### src/rtl/kvt_pkg.sv
// Shared types and constants for the key/value table.
`timescale 1ns / 1ps

package kvt_pkg;

  localparam int DATA_W       = 32;
  localparam int CNT_OUT_W    = 5;
  localparam int DEF_CAPACITY = 16;
  localparam logic [DATA_W-1:0] NULL_RESET = 32'hFFFE_4DF9;  // -111111

  typedef enum logic [1:0] {
    OP_ADD    = 2'd0,
    OP_SEARCH = 2'd1,
    OP_REMOVE = 2'd2,
    OP_NOP    = 2'd3
  } kvt_op_t;

  typedef enum logic [1:0] {
    ST_IDLE,
    ST_CMP,
    ST_WB
  } kvt_state_t;

  typedef struct packed {
    logic [1:0]               operation;
    logic signed [DATA_W-1:0] key;
    logic signed [DATA_W-1:0] value;
  } kvt_in_t;

  typedef struct packed {
    logic signed [DATA_W-1:0] result_value;
    logic                     hit;
    logic                     full_reject;
    logic [CNT_OUT_W-1:0]     entry_count;
  } kvt_out_t;

  // Broadcast control from the sequencer to every slot cell
  typedef struct packed {
    logic    cmp;        // compare phase
    logic    wb;         // write-back phase
    kvt_op_t op;
    logic    hit;        // some live slot matched
    logic    append_ok;  // add of a new key fits
  } kvt_ctl_t;

endpackage

### src/rtl/kvt_cell.sv
// One slot of the table: holds a pair, compares it, and updates it on write-back.
`timescale 1ns / 1ps

module kvt_cell #(
  parameter int CNT_W = 5,
  parameter int IDX   = 0
) (
  input  logic                              clk,
  input  kvt_pkg::kvt_ctl_t                 ctl,
  input  logic [CNT_W-1:0]                  count,
  input  logic signed [kvt_pkg::DATA_W-1:0] in_key,
  input  logic signed [kvt_pkg::DATA_W-1:0] in_value,
  input  logic signed [kvt_pkg::DATA_W-1:0] last_key,
  input  logic signed [kvt_pkg::DATA_W-1:0] last_value,
  input  logic                              next_live,
  output logic                              live,
  output logic                              match_r,
  output logic                              last_r,
  output logic signed [kvt_pkg::DATA_W-1:0] key_r,
  output logic signed [kvt_pkg::DATA_W-1:0] value_r
);
  import kvt_pkg::*;

  localparam logic [CNT_W-1:0] MY_IDX = CNT_W'(IDX);

  logic                     match_nxt;
  logic                     last_nxt;
  logic signed [DATA_W-1:0] key_nxt;
  logic signed [DATA_W-1:0] value_nxt;

  // Slot is live when it sits below the pair count
  assign live = (MY_IDX < count);

  // Compare phase: latch match and whether this is the tail slot
  always_comb begin
    match_nxt = match_r;
    last_nxt  = last_r;
    if (ctl.cmp) begin
      match_nxt = live && (key_r == in_key);
      last_nxt  = live && !next_live;
    end
  end

  // Write-back phase: replace, append or fill the hole from the tail
  always_comb begin
    key_nxt   = key_r;
    value_nxt = value_r;
    if (ctl.wb) begin
      case (ctl.op)
        OP_ADD: begin
          if (ctl.hit && match_r) begin
            value_nxt = in_value;
          end else if (ctl.append_ok && (MY_IDX == count)) begin
            key_nxt   = in_key;
            value_nxt = in_value;
          end
        end
        OP_REMOVE: begin
          if (ctl.hit && match_r) begin
            key_nxt   = last_key;
            value_nxt = last_value;
          end
        end
        default: begin
        end
      endcase
    end
  end

  always_ff @(posedge clk) begin
    match_r <= match_nxt;
    last_r  <= last_nxt;
    key_r   <= key_nxt;
    value_r <= value_nxt;
  end

endmodule

### src/rtl/key_value_table.sv
// Top level of the key/value table: sequencer, row of slot cells, result register.
// The result strobe is registered after the compare and write-back states.
// A new transaction is taken in idle or write-back, never during the cells' compare.
// busy is high only in the compare cycle; the receiver cannot stall the result strobe.
// Reset (synchronous, rst_n low): pair count zero, null value -111111; slots not cleared.
`timescale 1ns / 1ps

module key_value_table #(
  parameter int CAPACITY = kvt_pkg::DEF_CAPACITY
) (
  input  logic                              clk,
  input  logic                              rst_n,
  input  logic                              start,
  output logic                              busy,
  input  kvt_pkg::kvt_in_t                  in_data,
  output logic                              out_valid,
  output kvt_pkg::kvt_out_t                 out_data,
  input  logic                              cfg_valid,
  output logic                              cfg_ready,
  input  logic signed [kvt_pkg::DATA_W-1:0] cfg_data
);
  import kvt_pkg::*;

  localparam int CNT_W = $clog2(CAPACITY + 1);
  localparam logic [CNT_W-1:0] CAP_CNT = CNT_W'(CAPACITY);

  kvt_state_t               state_r, state_nxt;
  kvt_op_t                  op_r;
  logic signed [DATA_W-1:0] key_r;
  logic signed [DATA_W-1:0] value_r;
  logic [CNT_W-1:0]         count_r, count_nxt;
  logic signed [DATA_W-1:0] null_r;
  logic                     out_valid_r;
  kvt_out_t                 out_r, out_nxt;
  logic                     accept;

  kvt_ctl_t                 ctl;
  logic [CAPACITY-1:0]      live;
  logic [CAPACITY-1:0]      match;
  logic [CAPACITY-1:0]      tail;
  logic signed [DATA_W-1:0] slot_key   [CAPACITY];
  logic signed [DATA_W-1:0] slot_value [CAPACITY];
  logic signed [DATA_W-1:0] found_value;
  logic signed [DATA_W-1:0] last_key;
  logic signed [DATA_W-1:0] last_value;
  logic                     any_hit;

  // Next state
  always_comb begin
    state_nxt = state_r;
    unique case (state_r)
      ST_IDLE: if (start) state_nxt = ST_CMP;
      ST_CMP:  state_nxt = ST_WB;
      ST_WB:   state_nxt = start ? ST_CMP : ST_IDLE;
      default: state_nxt = ST_IDLE;
    endcase
  end

  // State outputs
  always_comb begin
    busy      = 1'b0;
    cfg_ready = 1'b0;
    unique case (state_r)
      ST_IDLE: cfg_ready = 1'b1;
      ST_CMP:  busy = 1'b1;
      ST_WB:   busy = 1'b0;
      default: busy = 1'b1;
    endcase
  end

  assign accept = start && !busy;

  // Gather the matching slot and the tail slot
  always_comb begin
    found_value = '0;
    last_key    = '0;
    last_value  = '0;
    for (int i = 0; i < CAPACITY; i++) begin
      found_value = found_value | (match[i] ? slot_value[i] : '0);
      last_key    = last_key    | (tail[i]  ? slot_key[i]   : '0);
      last_value  = last_value  | (tail[i]  ? slot_value[i] : '0);
    end
  end

  assign any_hit = (|match) && (op_r != OP_NOP);

  // Broadcast control
  always_comb begin
    ctl.cmp       = (state_r == ST_CMP);
    ctl.wb        = (state_r == ST_WB);
    ctl.op        = op_r;
    ctl.hit       = any_hit;
    ctl.append_ok = (op_r == OP_ADD) && !any_hit && (count_r < CAP_CNT);
  end

  // Row of slot cells, each linked to its upper neighbor's live flag
  for (genvar g = 0; g < CAPACITY; g++) begin : g_cell
    logic nb_live;
    if (g == CAPACITY - 1) begin : g_end
      assign nb_live = 1'b0;
    end else begin : g_mid
      assign nb_live = live[g+1];
    end
    kvt_cell #(
      .CNT_W (CNT_W),
      .IDX   (g)
    ) u_cell (
      .clk        (clk),
      .ctl        (ctl),
      .count      (count_r),
      .in_key     (key_r),
      .in_value   (value_r),
      .last_key   (last_key),
      .last_value (last_value),
      .next_live  (nb_live),
      .live       (live[g]),
      .match_r    (match[g]),
      .last_r     (tail[g]),
      .key_r      (slot_key[g]),
      .value_r    (slot_value[g])
    );
  end

  // Write-back result and new count
  always_comb begin
    count_nxt = count_r;
    if (ctl.append_ok) begin
      count_nxt = count_r + CNT_W'(1);
    end else if ((op_r == OP_REMOVE) && any_hit) begin
      count_nxt = count_r - CNT_W'(1);
    end
    out_nxt.result_value = any_hit ? found_value : null_r;
    out_nxt.hit          = any_hit;
    out_nxt.full_reject  = (op_r == OP_ADD) && !any_hit && (count_r == CAP_CNT);
    out_nxt.entry_count  = CNT_OUT_W'(count_nxt);
  end

  // Control registers
  always_ff @(posedge clk) begin
    if (!rst_n) begin
      state_r     <= ST_IDLE;
      count_r     <= '0;
      null_r      <= NULL_RESET;
      out_valid_r <= 1'b0;
    end else begin
      state_r     <= state_nxt;
      out_valid_r <= (state_r == ST_WB);
      if (state_r == ST_WB) begin
        count_r <= count_nxt;
      end
      if (cfg_valid && cfg_ready) begin
        null_r <= cfg_data;
      end
    end
  end

  // Transaction and result payload
  always_ff @(posedge clk) begin
    if (accept) begin
      op_r    <= kvt_op_t'(in_data.operation);
      key_r   <= in_data.key;
      value_r <= in_data.value;
    end
    if (state_r == ST_WB) begin
      out_r <= out_nxt;
    end
  end

  assign out_valid = out_valid_r;
  assign out_data  = out_r;

endmodule
### config.mk
export PLATFORM = sky130hd
export DESIGN_NAME = key_value_table
export DESIGN_NICKNAME = d
export VERILOG_FILES = /design/src/rtl/kvt_pkg.sv /design/src/rtl/kvt_cell.sv /design/src/rtl/key_value_table.sv
export SDC_FILE = /design/constraint.sdc
export NUM_CORES = 2
export LEC_CHECK = 0
export ABC_AREA = 1
export BUFFER_PORTS_ARGS = -buffer_cell sky130_fd_sc_hd__buf_2
export CAP_MARGIN = 10
export CELL_PAD_IN_SITES_DETAIL_PLACEMENT = 1
export CELL_PAD_IN_SITES_GLOBAL_PLACEMENT = 1
export CORE_MARGIN = 4
export CORE_UTILIZATION = 55
export DETAILED_ROUTE_END_ITERATION = 7
export GPL_TIMING_DRIVEN = 1
export PLACE_DENSITY_LB_ADDON = 0.1
export SYNTH_ARGS = -nofsm -noshare
export SYNTH_HDL_FRONTEND = slang
export SYNTH_SLANG_ARGS = --single-unit
### constraint.sdc
create_clock -name clk -period 6.8 [get_ports clk]
set_input_delay 0.68 -clock clk [delete_from_list [all_inputs] [get_ports clk]]
set_output_delay 0.68 -clock clk [all_outputs]
set_load 0.03 [all_outputs]
After elaboration in Yosys (flattened, before gate mapping)
Index checks and enable logic that the tools add are counted.
{"block": "op_classes", "n_addsub": 2, "mul": 0, "div_mod_pow": 0, "order_cmp": 17, "n_eq_ne": 101, "n_shift": 0, "n_mux": 184, "n_bitwise": 45, "n_reduce_logical": 124}
{"operator": "$mux W32", "count": 145}
{"operator": "$pmux W32 S2", "count": 32}
{"operator": "$or A32 B32 Y32", "count": 45}
{"operator": "$eq A32 B32 Y1", "count": 16}
{"operator": "$reduce_and A5 Y1", "count": 16}
{"operator": "$logic_and A1 B1 Y1", "count": 70}
{"operator": "$ne A2 B1 Y1 const B", "count": 32}
{"operator": "$reduce_and A4 Y1", "count": 16}
{"operator": "$ne A3 B1 Y1 const B", "count": 16}
{"operator": "$eq A4 B5 Y1 const A", "count": 8}
{"operator": "$lt A4 B5 Y1 const A", "count": 8}
{"operator": "$ne A2 B2 Y1 const B", "count": 18}
{"operator": "$eq A3 B5 Y1 const A", "count": 4}
{"operator": "$lt A3 B5 Y1 const A", "count": 4}
{"operator": "$logic_not A1 Y1", "count": 16}
{"operator": "$reduce_or A16 Y1", "count": 1}
{"operator": "$eq A2 B5 Y1 const A", "count": 2}
{"operator": "$lt A1 B5 Y1 const A", "count": 2}
{"operator": "$lt A2 B5 Y1 const A", "count": 2}
{"operator": "$mux W5", "count": 2}
{"operator": "$pmux W2 S3", "count": 1}
{"operator": "$add A5 B1 Y5 const B", "count": 1}
{"operator": "$eq A1 B5 Y1 const A", "count": 1}
{"operator": "$eq A5 B5 Y1 const B", "count": 1}
{"operator": "other kinds (10)", "count": 14}
{"block": "totals", "reg_bits": 1201, "latchBits": 0, "ramBits": 0, "romBits": 0, "out_inout_bits": 42, "elab_cells": 548, "n_memories": 0}

Logic depth before layout (Yosys ltp)
{"block": "logic_depth", "depth_word": 18, "depth_mapped": 12}

Modules after synthesis
From an unflattened synthesis, not the netlist that was laid out.
{"block": "hier_totals", "cells_unflattened": 8985, "area_unflattened_um2": 69895.8}
{"mod": "key_value_table", "instances": 1, "cells_per_inst": 2418, "area_per_inst_um2": 14841.7}
{"mod": "kvt_cell at g_cell[12].u_cell", "instances": 1, "cells_per_inst": 417, "area_per_inst_um2": 3488.3}
{"mod": "kvt_cell at g_cell[5].u_cell", "instances": 1, "cells_per_inst": 410, "area_per_inst_um2": 3477.1}
{"mod": "kvt_cell at g_cell[3].u_cell", "instances": 1, "cells_per_inst": 409, "area_per_inst_um2": 3465.8}
{"mod": "kvt_cell at g_cell[11].u_cell", "instances": 1, "cells_per_inst": 407, "area_per_inst_um2": 3452.1}
{"mod": "kvt_cell at g_cell[13].u_cell", "instances": 1, "cells_per_inst": 411, "area_per_inst_um2": 3447.1}
{"mod": "kvt_cell at g_cell[0].u_cell", "instances": 1, "cells_per_inst": 417, "area_per_inst_um2": 3445.8}
{"mod": "kvt_cell at g_cell[10].u_cell", "instances": 1, "cells_per_inst": 419, "area_per_inst_um2": 3445.8}
{"mod": "kvt_cell at g_cell[9].u_cell", "instances": 1, "cells_per_inst": 408, "area_per_inst_um2": 3444.6}
{"mod": "kvt_cell at g_cell[6].u_cell", "instances": 1, "cells_per_inst": 415, "area_per_inst_um2": 3439.5}
{"mod": "kvt_cell at g_cell[8].u_cell", "instances": 1, "cells_per_inst": 418, "area_per_inst_um2": 3438.3}
{"mod": "kvt_cell at g_cell[2].u_cell", "instances": 1, "cells_per_inst": 413, "area_per_inst_um2": 3429.5}
{"mod": "kvt_cell at g_cell[1].u_cell", "instances": 1, "cells_per_inst": 406, "area_per_inst_um2": 3428.3}
{"mod": "kvt_cell at g_cell[14].u_cell", "instances": 1, "cells_per_inst": 404, "area_per_inst_um2": 3418.3}
{"mod": "3 more rows"}

Least setup slack after synthesis
OpenSTA, ideal clock, no wires.
{"block": "synth_path", "path_kind": "input to register", "startpoint": "input port start", "endpoint": "register key_r[0], enable pin", "arrival_ns": 3.507, "setup_slack_ns": 2.801, "stages": 2, "n_path_buf": 0, "cell_sequence": "inv_1 > nor2_1"}
{"block": "synth_via", "elab_chain_len": 1}
{"element": "from (decl)", "line": "key_value_table.sv:13", "text": "input logic start,"}
{"element": "$logic_and A1 B1 Y1", "line": "key_value_table.sv:71", "text": "assign accept = start && !busy;"}
{"element": "via accept", "line": "key_value_table.sv:35", "text": "logic accept;"}
{"element": "to (signal assigned)", "line": "key_value_table.sv:161", "text": "key_r <= in_data.key;"}
{"element": "to (decl)", "line": "key_value_table.sv:29", "text": "logic signed [DATA_W-1:0] key_r;"}
The timed path passes the listed nets, and every way through them passes these cells.
A chain may end at the register's enable or synchronous reset.

Worst setup path in the final report
{"block": "layout_path", "startpoint": "register g_cell[1].u_cell.match_r", "endpoint": "register g_cell[13].u_cell.key_r[5] (netlist name), enable pin"}
{"block": "layout_via", "elab_chain_len": 8, "elab_cells_between_ends": 11, "cone_classes": "eq/ne (3); reduce/logical (8)"}
{"element": "from (decl)", "line": "kvt_cell.sv:17", "text": "output logic match_r,"}
{"element": "from (signal assigned)", "line": "kvt_cell.sv:71", "text": "match_r <= match_nxt;"}
{"element": "$reduce_or A16 Y1 *", "line": "key_value_table.sv:85", "text": "assign any_hit = (|match) && (op_r != OP_NOP);"}
{"element": "$logic_and A1 B1 Y1 *", "line": "key_value_table.sv:85"}
{"element": "$logic_not A1 Y1", "line": "key_value_table.sv:93", "text": "ctl.append_ok = (op_r == OP_ADD) && !any_hit && (count_r < CAP_CNT);"}
{"element": "$logic_and A1 B1 Y1 (2 in a row)", "line": "key_value_table.sv:93"}
{"element": "$logic_and A1 B1 Y1", "line": "kvt_cell.sv:53", "text": "end else if (ctl.append_ok && (MY_IDX == count)) begin"}
{"element": "$ne A2 B1 Y1 (no line)"}
{"element": "$reduce_and A5 Y1 (no line) *"}
{"element": "to (signal assigned)", "line": "kvt_cell.sv:73", "text": "key_r <= key_nxt;"}
{"element": "to (decl)", "line": "kvt_cell.sv:19", "text": "output logic signed [kvt_pkg::DATA_W-1:0] key_r,"}
Every way passes the cells marked *; elsewhere a longest branch is shown, timed or not.

==> qor.csv <==
stage,metric,value,unit
outcome,outcome,"finished, final reports clean",
setup_path,Critical R2R Launch,g_cell[1].u_cell.match_r,
place,HPWL after DPL,164000,µm
clock_network,number of buffers created by CTS,131,
pwr,maximum vdd drop,0.000231,V
setup_path,R2R setup slack,2.16,ns
die,Placement Rows,115,
place,Port Buf Inserts,143,
routing,Via-to-Cell Ratio,7.13,
die,placeable core area,98400,µm²
sta,Final Hold Violating Endpoints,0,
yosys,average size of a mapped cell,10.9,µm²
global_routing,vias in the first global route,45713,
setup_path,required time of the worst setup path,7.25,ns
clock_network,post-cts repair resize count,0,
pwr,power density over the cells,275,nW/µm²
sta,unrepaired setup endpoints after global routing,false,
yosys,number of warnings printed during yosys synthesis,0,
min_path,class of the worst hold path,input port to flop,
setup_path,category of the critical setup timing path,flop to flop,
setup_path,crit end category,flop,
setup_path,worst reg2reg path endpoint,g_cell[13].u_cell.key_r[5],
place,placed cell count,6240,
final_layout,Seq. cell area,35700,µm²
sta,Relative slew margins,2.87,%
routing,Post-Route WL,255000,µm
yosys,top flip-flop cell by instance count after synthesis,edfxtp_1,
routing,detailed-route via count,46311,
clock_network,quantity of hold-fixing buffers added after cts,0,
die,floorplan die area,104000,µm²
sta,number of max-slew violations in the final report,0,
setup_path,end of the critical path,g_cell[13].u_cell.key_r[5],
routing,Antenna Nets Post-Route,0,
final_layout,share of layout cells above drive strength 1,10.7,%
sta,pin slew with the least headroom to its limit,1.46,ns
yosys,number of instances in the synthesized netlist,4979,
sta,hold slack,0.0815,ns
global_routing,pin count of the biggest net entering global routing,63,
setup_path,startpoint types,flop,
setup_path,Critical path origin,g_cell[1].u_cell.match_r,
clock_network,count of H-tree levels built during CTS,4,
final_layout,number of cells in the finished layout apart from fillers,6493,
setup_path,peak fanout along the critical path,48,
sta,number of endpoints failing setup at the final stage,0,
sta,Final Skew,0.0266,ns
final_layout,multi-input gate area in the final layout,17500,µm²
pwr,Pleak,0.0214,µW
global_routing,gr usage total,48.3,%
yosys,sequential fraction of the synthesis area,65.4,%
final_layout,FILL cells,10208,
yosys,number of storage elements in the synthesis netlist,1201,
clock_network,sinks on the clock net,1201,
die,die extent in x,323,µm
global_routing,global-route wire length before repair,348000,µm
routing,first-pass iteration count of the detailed router,7,
job,# Max-Cap Violations,0,
die,vertical die dimension,323,µm
clock_network,clock insertion delay at the later pin of the skew report,0.77,ns
yosys,number of nets in the synthesized netlist,5086,
yosys,post-synth cell types,44,
sta,Period minus WS final,4.64,ns
yosys,number of enable-type register cells in the synthesized netlist,1161,
sta,max frequency,215,MHz
sta,setup TNS,0,ns
clock_network,CTS tree,built,
yosys,async set-reset flop share out of synthesis,0,%
clock_network,Post-CTS Setup Repair Bufs,0,
pwr,total power,16800,µW
die,initial cell density of the core,55.4,%
clock_network,clock transition at the registers of the reported paths,0.07,ns
die,I/O pins,144,
yosys,netlist area before placement,54500,µm²
place,global placer's final weighted congestion,1.10,
clock_network,CTS root buffer,clkbuf_16,
routing,# DRC,0,
clock_network,CTS max path bufs,3,
setup_path,Critical Path AT,5.09,ns
global_routing,total global routing overflow,0,
sta,Tcrit/Tclk final,68.2,%
global_routing,antenna violations before repair,23,
routing,average wire per cell in the routed design,39.2,µm
routing,iteration-0 DRC count of the detailed router,8517,
setup_path,worst r2r path cells,12,
final_layout,Area Growth Syn to Fin,12.0,%
final_layout,net count of the finished layout,5203,
-- synthesized netlist by cell type (6+ instances only) --
master / number / area, µm²
xnor2_1: 213 / 1870
o21ai_0: 89 / 445
a221oi_1: 86 / 753
clkinv_1: 7 / 26.3
clkbuf_1: 171 / 642
a22oi_1: 11 / 82.6
o21ai_1: 10 / 50.1
a22o_1: 78 / 683
buf_4: 6 / 45.0
or2_2: 25 / 156
o2111ai_1: 6 / 52.6
buf_1: 16 / 60.1
a21oi_1: 104 / 521
nand3_1: 162 / 811
edfxtp_1: 1161 / 34900
nand4_1: 252 / 1580
o22ai_1: 45 / 282
xor2_1: 128 / 1120
nand2_1: 1576 / 5920
inv_1: 103 / 387
buf_2: 86 / 430
a31oi_1: 24 / 150
inv_2: 6 / 22.5
nand2_2: 11 / 68.8
a211oi_1: 34 / 255
nor3_1: 76 / 380
o21ai_2: 10 / 87.6
nor2_1: 373 / 1400
dfxtp_1: 40 / 801
nor4_1: 35 / 219
-- worst max-delay path, stage by stage, from the launching register on --
cell and delay [ns]:
edfxtp_1 0.33, buf_4 0.24, nor2_1 0.09, nand2_1 0.09, nor2_2 0.06, nand2_2 0.29
nand2_4 0.44, inv_2 0.85, nand2_1 0.15, nand2_1 0.10, nand2_1 0.13, nor2_4 1.13
buf_4 0.40
-- sequential cells by signal, summed over array words and instances, names as in the netlist --
signal and count:
g_cell.u_cell.key_r 512, g_cell.u_cell.value_r 512, out_data 39, key_r 32
null_r 32, value_r 32, g_cell.u_cell.last_r 16, g_cell.u_cell.match_r 16
count_r 5, op_r 2, state_r 2, out_valid 1
-- cells in the final DEF (no fill, tap or decap), types with 25 or more instances in the layout --
| master | synthesis | routed |
|---|---|---|
| a21oi_1 | 104 | 101 |
| clkinv_1 | 7 | 26 |
| clkbuf_16 | 0 | 137 |
| nand3_1 | 162 | 162 |
| nand2_1 | 1576 | 1576 |
| nand4_1 | 252 | 252 |
| edfxtp_1 | 1161 | 1161 |
| a211oi_1 | 34 | 34 |
| dfxtp_1 | 40 | 40 |
| buf_4 | 6 | 118 |
| a221oi_1 | 86 | 86 |
| nor2_1 | 373 | 342 |
| xor2_1 | 128 | 128 |
| buf_2 | 86 | 143 |
| inv_1 | 103 | 103 |
| o21ai_0 | 89 | 89 |
| xnor2_1 | 213 | 213 |
| o22ai_1 | 45 | 45 |
| or2_2 | 25 | 25 |
| nor4_1 | 35 | 29 |
| a22o_1 | 78 | 78 |
| nor3_1 | 76 | 76 |
| nor2_4 | 3 | 34 |
| clkbuf_1 | 171 | 38 |
-- metal layers --
| layer | global-route usage, % | vias up | wire length, µm |
|---|---|---|---|
| li1 | - | 17866 | - |
| met2 | 66.3 | 4566 | 101000 |
| met5 | 1.77 | - | 444 |
| met4 | 22.3 | 32 | 15500 |
| met3 | 25.4 | 1087 | 49000 |
| met1 | 63.5 | 22760 | 89100 |
-- layout make-up --
class	instances	area share, %
inverters	116	0.717
clock inverters	59	0.879
well taps	1287	2.64
diodes	7	0.0287
multi-input cells	3378	28.6
repair buffers	268	2.82
clock buffers	177	5.89
flip-flops and latches	1201	58.4
-- per-stage QoR --
stage	worst slack, ns	instance area (µm²)	util (%)
final	2.16	61100	62.0
after global routing	1.99	61000	62.0
after CTS	2.27	61000	61.9
after detailed placement	2.26	56800	57.7
after global placement	2.42	56800	57.7
after floorplan	2.80	54500	-
-- cell families after synthesis --
kind of cell | share of synthesized area, %
buf+inv | 3.07
flops | 65.4
fa+ha+maj | 0.115
xor+xnor | 5.48
simple gates | 19.6
compound gates | 6.32
-- worst min path at each step --
| stage | startpoint | endpoint | slack (ns) | cells past startpoint |
|---|---|---|---|---|
| CTS | in_data[8] | value_r[8] | 0.05 | 1 |
| global route | in_data[8] | value_r[8] | 0.06 | 1 |
| finish | in_data[43] | key_r[11] | 0.08 | 1 |
| floorplan | count_r[4] | g_cell[15].u_cell.last_r | 0.41 | 0 |
| detailed placement | null_r[0] | null_r[0] | 0.47 | 2 |
| global placement | null_r[8] | null_r[8] | 0.46 | 2 |
-- where the power goes --
group          total, µW  switching (µW)  internal (µW)
Combinational       1290            1000            291
Sequential          8440             151           8290
Clock               7080            3090           4000
Note: power is estimated with default switching activity, not from simulation.
